### src/hw/rtl/s3x_pkg.sv
`timescale 1ns / 1ps

package s3x_pkg;

    localparam int MAX_SIDE    = 512;
    localparam int CW          = $clog2(MAX_SIDE);
    localparam int STORE_AW    = 2 * CW;
    localparam int STORE_DEPTH = 1 << STORE_AW;

    localparam int PIX_W      = 32;
    localparam int COORD_W    = 9;
    localparam int SZ_W       = 10;
    localparam int POS_W      = SZ_W;
    localparam int CFG_IDX_W  = 4;
    localparam int CFG_DATA_W = SZ_W;
    localparam int NB_NUM     = 9;

    typedef logic [PIX_W-1:0]      t_pixel;
    typedef logic [COORD_W-1:0]    t_coord;
    typedef logic [SZ_W-1:0]       t_size;
    typedef logic [POS_W-1:0]      t_pos;
    typedef logic [STORE_AW-1:0]   t_addr;
    typedef logic [CFG_IDX_W-1:0]  t_cfg_index;
    typedef logic [CFG_DATA_W-1:0] t_cfg_data;

    typedef enum logic [CFG_IDX_W-1:0] {
        CFG_WIDTH  = 4'd0,
        CFG_HEIGHT = 4'd1,
        CFG_WRAP_H = 4'd2,
        CFG_WRAP_V = 4'd3
    } t_cfg_reg;

    typedef enum logic [0:0] {
        MODE_LOAD = 1'b0,
        MODE_EMIT = 1'b1
    } t_mode;

    // neighbor slots in read order, row major around the center pixel
    typedef enum logic [3:0] {
        NB_UL = 4'd0,
        NB_U  = 4'd1,
        NB_UR = 4'd2,
        NB_L  = 4'd3,
        NB_E  = 4'd4,
        NB_R  = 4'd5,
        NB_WL = 4'd6,
        NB_W  = 4'd7,
        NB_WR = 4'd8
    } t_nb;

    typedef enum logic [2:0] {
        ST_IDLE,
        ST_PREP,
        ST_READ,
        ST_DRAIN,
        ST_FIN
    } t_state;

    typedef struct packed {
        logic write;
        logic capture;
        logic prep;
        logic rd_en;
        t_nb  rd_idx;
        logic finish;
    } t_ctrl_cmd;

    typedef struct packed {
        t_pixel x0_y0;
        t_pixel x0_y1;
        t_pixel x0_y2;
        t_pixel x1_y0;
        t_pixel x1_y1;
        t_pixel x1_y2;
        t_pixel x2_y0;
        t_pixel x2_y1;
        t_pixel x2_y2;
    } t_block;

    function automatic t_size eff_size(input t_size v);
        t_size r;
        if (v == '0) begin
            r = t_size'(1);
        end else if (32'(v) > MAX_SIDE) begin
            r = t_size'(MAX_SIDE);
        end else begin
            r = v;
        end
        return r;
    endfunction

endpackage

### src/hw/rtl/s3x_ctrl.sv
`timescale 1ns / 1ps

module s3x_ctrl (
    input  logic               i_clk,
    input  logic               i_rst_n,
    input  logic               i_in_valid,
    input  logic               i_in_mode,
    output logic               o_in_ready,
    output logic               o_out_valid,
    input  logic               i_out_ready,
    output s3x_pkg::t_ctrl_cmd o_cmd
);
    import s3x_pkg::*;

    t_state     r_state, n_state;
    logic [3:0] r_cnt, n_cnt;
    logic       r_out_valid, n_out_valid;
    logic       out_free;

    assign out_free = !r_out_valid || i_out_ready;

    always_ff @(posedge i_clk) begin
        if (!i_rst_n) begin
            r_state     <= ST_IDLE;
            r_cnt       <= '0;
            r_out_valid <= 1'b0;
        end else begin
            r_state     <= n_state;
            r_cnt       <= n_cnt;
            r_out_valid <= n_out_valid;
        end
    end

    always_comb begin
        n_state     = r_state;
        n_cnt       = r_cnt;
        n_out_valid = r_out_valid;
        o_in_ready  = 1'b0;
        o_cmd       = '0;
        o_cmd.rd_idx = t_nb'(r_cnt);
        if (r_out_valid && i_out_ready) begin
            n_out_valid = 1'b0;
        end
        unique case (r_state)
            ST_IDLE: begin
                o_in_ready = i_rst_n;
                if (i_in_valid && i_rst_n) begin
                    if (i_in_mode == MODE_EMIT) begin
                        o_cmd.capture = 1'b1;
                        n_state       = ST_PREP;
                    end else begin
                        o_cmd.write = 1'b1;
                    end
                end
            end
            ST_PREP: begin
                o_cmd.prep = 1'b1;
                n_cnt      = '0;
                n_state    = ST_READ;
            end
            ST_READ: begin
                o_cmd.rd_en = 1'b1;
                n_cnt       = r_cnt + 4'd1;
                if (t_nb'(r_cnt) == NB_WR) begin
                    n_state = ST_DRAIN;
                end
            end
            ST_DRAIN: begin
                n_state = ST_FIN;
            end
            ST_FIN: begin
                if (out_free) begin
                    o_cmd.finish = 1'b1;
                    n_out_valid  = 1'b1;
                    n_state      = ST_IDLE;
                end
            end
            default: begin
                n_state = ST_IDLE;
            end
        endcase
    end

    assign o_out_valid = r_out_valid;

endmodule

### config.mk
export PLATFORM = sky130hd
export DESIGN_NAME = s3x_ctrl
export DESIGN_NICKNAME = d
export VERILOG_FILES = /design/src/hw/rtl/s3x_pkg.sv /design/src/hw/rtl/s3x_ctrl.sv
export SDC_FILE = /design/constraint.sdc
export NUM_CORES = 1
export LEC_CHECK = 0
export ABC_AREA = 1
export BUFFER_PORTS_ARGS = -buffer_cell sky130_fd_sc_hd__buf_2
export CAP_MARGIN = 20
export CORE_AREA = 5 5 42 44
export DETAILED_ROUTE_END_ITERATION = 8
export DIE_AREA = 0 0 47 49
export GPL_ROUTABILITY_DRIVEN = 0
export PLACE_DENSITY_LB_ADDON = 0.25
export SETUP_SLACK_MARGIN = 0.3
export SYNTH_ARGS = -nofsm -noshare
export SYNTH_HDL_FRONTEND = slang
export SYNTH_SLANG_ARGS = --single-unit
export TNS_END_PERCENT = 1
### constraint.sdc
create_clock -name i_clk -period 0.9 [get_ports i_clk]
set_input_delay 0.27 -clock i_clk [delete_from_list [all_inputs] [get_ports i_clk]]
set_output_delay 0.27 -clock i_clk [all_outputs]
set_load 0.02 [all_outputs]
==> run summary <==
status: finished, violations left
failing checks: setup timing
H-Tree Depth: 1
slowest stage delay, CP: 0.36 ns
CP Data Required Time: 0.63 ns
final-report hold violation count: 0
worst hold endpoint: r_state[2]
most frequent cells in the layout: buf_4, buf_6, inv_1
die area: 2300 sq um
CP Capture Type: output port
RSZ-0062 raised after global routing: yes
Root Driver: clkbuf_4
Hold WC Path Type: in -> reg
maximum clock rate: 724 MHz
Residual DRC: 0
total CTS buffers: 3
Synth Register Bits: 8
Period minus WS final: 1.38 ns
crit start category: register
# diodes: 0
die height: 49 microns
commonest non-fill, non-tap cell in the layout: buf_4
CP top delay family: flip-flops
Net Count, Synth: 74
Ys Warns: 0
initial antenna violation count: 0
# nets final: 112
DR vias: 528
maximum clock path buffer count: 2
largest net degree at the start of global routing: 7
Final Cycle Share: 154%
Compound-Gate Fraction of Synth Area: 9.34%
per-cell routed wire length: 10.4 microns
Via density: 4.44
Post-Layout Cell Count: 119
clk slew on worst S/H paths: 0.05 ns
cell area after synthesis: 455 sq um
hold path start: i_out_ready
CTS tree: built
IO Port Bufs: 15
multiplexer area fraction after synthesis: 0%
largest family of logic cells by synthesized area: simple AND/OR/NAND/NOR gates
Clock Skews: 0.0104 ns
placed cell areas: 688 sq um
1st-iter DRT viols: 4
placed instance count: 114
slew margin rel.: 88.1%
CP Data Arrival Time: 1.11 ns
dpl hpwl: 885 microns
Synth Area in XOR/XNOR: 0%
fin. max-slew vios: 0
fin worst setup slack: -0.482 ns
Adder-Cell Fraction of Synth Area: 5.49%
actual slew at the worst max-slew pin: 0.178 ns
IO Pins: 16
setup TNS: -4.71 ns
CP Max Fanout: 4
FF-to-FF setup slack: -0.37 ns
synthesized netlist cell count: 67
Core ar.: 1400 sq um
Total GRT Usage: 13.4%
worst vdd ir: 0.670 mV
clk_lat worst skew: 0.26 ns
Pwr per Cell Area: 1190 nW/um^2
RR Endpoint: r_cnt[2]
share of post-route cells with drive strength above 1: 63.1%
Hold Slack: 0.328 ns
endpoints failing setup: 17
max-cap violation count: 0
vias in the first global route: 527
CP Cell Sequence: nor2_4 > nand2_2 > nor3_4 > buf_6
cell row count: 14
Hold Path Stages: 4
FILL cells: 131
synthesis-to-layout area growth: 91.2%
grt ovf: 0
Synth cell types: 16
WS Path Type: reg -> out
crit path max-delay cell type: dfxtp_4
Leak: 0.413 nW
syn avg cell area: 6.80 sq um
overall power: 1.03 mW
Detailed Route WL: 1240 microns
starting density of the core: 32.5%
pre-CTS WS: -0.264 ns
CP Depth: 4
CP bufs+invs: 1
R2R depth: 8
Seq/Total Area, Yosys: 35.2%
CTS Hold Buffers Added: 0
drt pass-1 iters: 4
Util after Layout: 62.1%
first-pass GRT wire length: 2190 microns
Post-Synth Simple-Gate Area: 36.8%
post-route ant nets: 0
die width: 47 microns
clk sinks: 8
reg2reg start: r_state[0]
CP Launch Point: r_state[0]
post-route cell area: 871 sq um
[worst register-to-register path: stages (launching register included)]
cell and delay (ns):
dfxtp_4 0.36, nor2_4 0.14, buf_6 0.13, nand2_8 0.06, buf_6 0.13, buf_4 0.13
o22ai_2 0.13, nand2_1 0.06, nor2_1 0.08
[layer usage]
| layer | global-route usage [%] | vias up | part of all wire [%] |
|---|---|---|---|
| met5 | 0 | - | 0 |
| met4 | 9.68 | 0 | 3.7 |
| met1 | 16.3 | 231 | 41 |
| met3 | 2.21 | 5 | 4.6 |
| met2 | 20.1 | 14 | 51 |
| li1 | - | 278 | - |
[area by class of cell]
class | count | area, sq um | area share, %
clock buffers | 3 | 22.5 | 2.59
inverters | 16 | 62.6 | 7.18
flip-flops and latches | 8 | 174 | 20.0
well taps | 16 | 20.0 | 2.30
repair buffers | 33 | 290 | 33.3
multi-input cells | 43 | 302 | 34.6
[power by group]
group	leakage [nW]	internal (mW)	switching, mW
clock	0.0138	0.153	0.131
combinational	0.331	0.179	0.187
sequential	0.0688	0.367	0.0161
[sequential cells by signal, summed over array words and instances (netlist names)]
name / cells
r_state: 3
r_cnt: 4
o_out_valid: 1
[how the worst max path moves through the flow]
stage	to	slack [ns]
2_1_floorplan	o_cmd[7]	-0.22
3_3_place_gp	o_cmd[7]	-0.24
3_5_place_dp	o_cmd[7]	-0.26
4_1_cts	o_cmd[5]	-0.47
5_1_grt	o_cmd[7]	-0.52
6_report	o_cmd[7]	-0.48
[cell families after synthesis]
family,count (synthesis)
AOI/OAI and AO/OA,7
adders and majority gates,2
buffers and inverters,16
DFF,8
and+or+nand+nor,34
[Yosys cell counts]
cell     instances  area (sq um)
nand3_2          1          10.0
nand2_1          8          30.0
nor2_4           1          11.3
dfxtp_1          8           160
nor3_2           1          10.0
inv_2            4          15.0
o22ai_2          1          12.5
ha_1             2          25.0
nand2_2          1          6.26
inv_1           12          45.0
o21ai_1          1          5.00
nand2_4          1          11.3
nand3_1          5          25.0
nor3_1           3          15.0
nor2_1          13          48.8
a21oi_1          5          25.0
[repair_timing]
action	4_1_cts	5_1_grt
buffers inserted	0	2
endpoints found under the setup margin	19	19
pin swaps	2	3
gates resized for setup	33	13
Note: power is estimated with default switching activity, not from simulation.
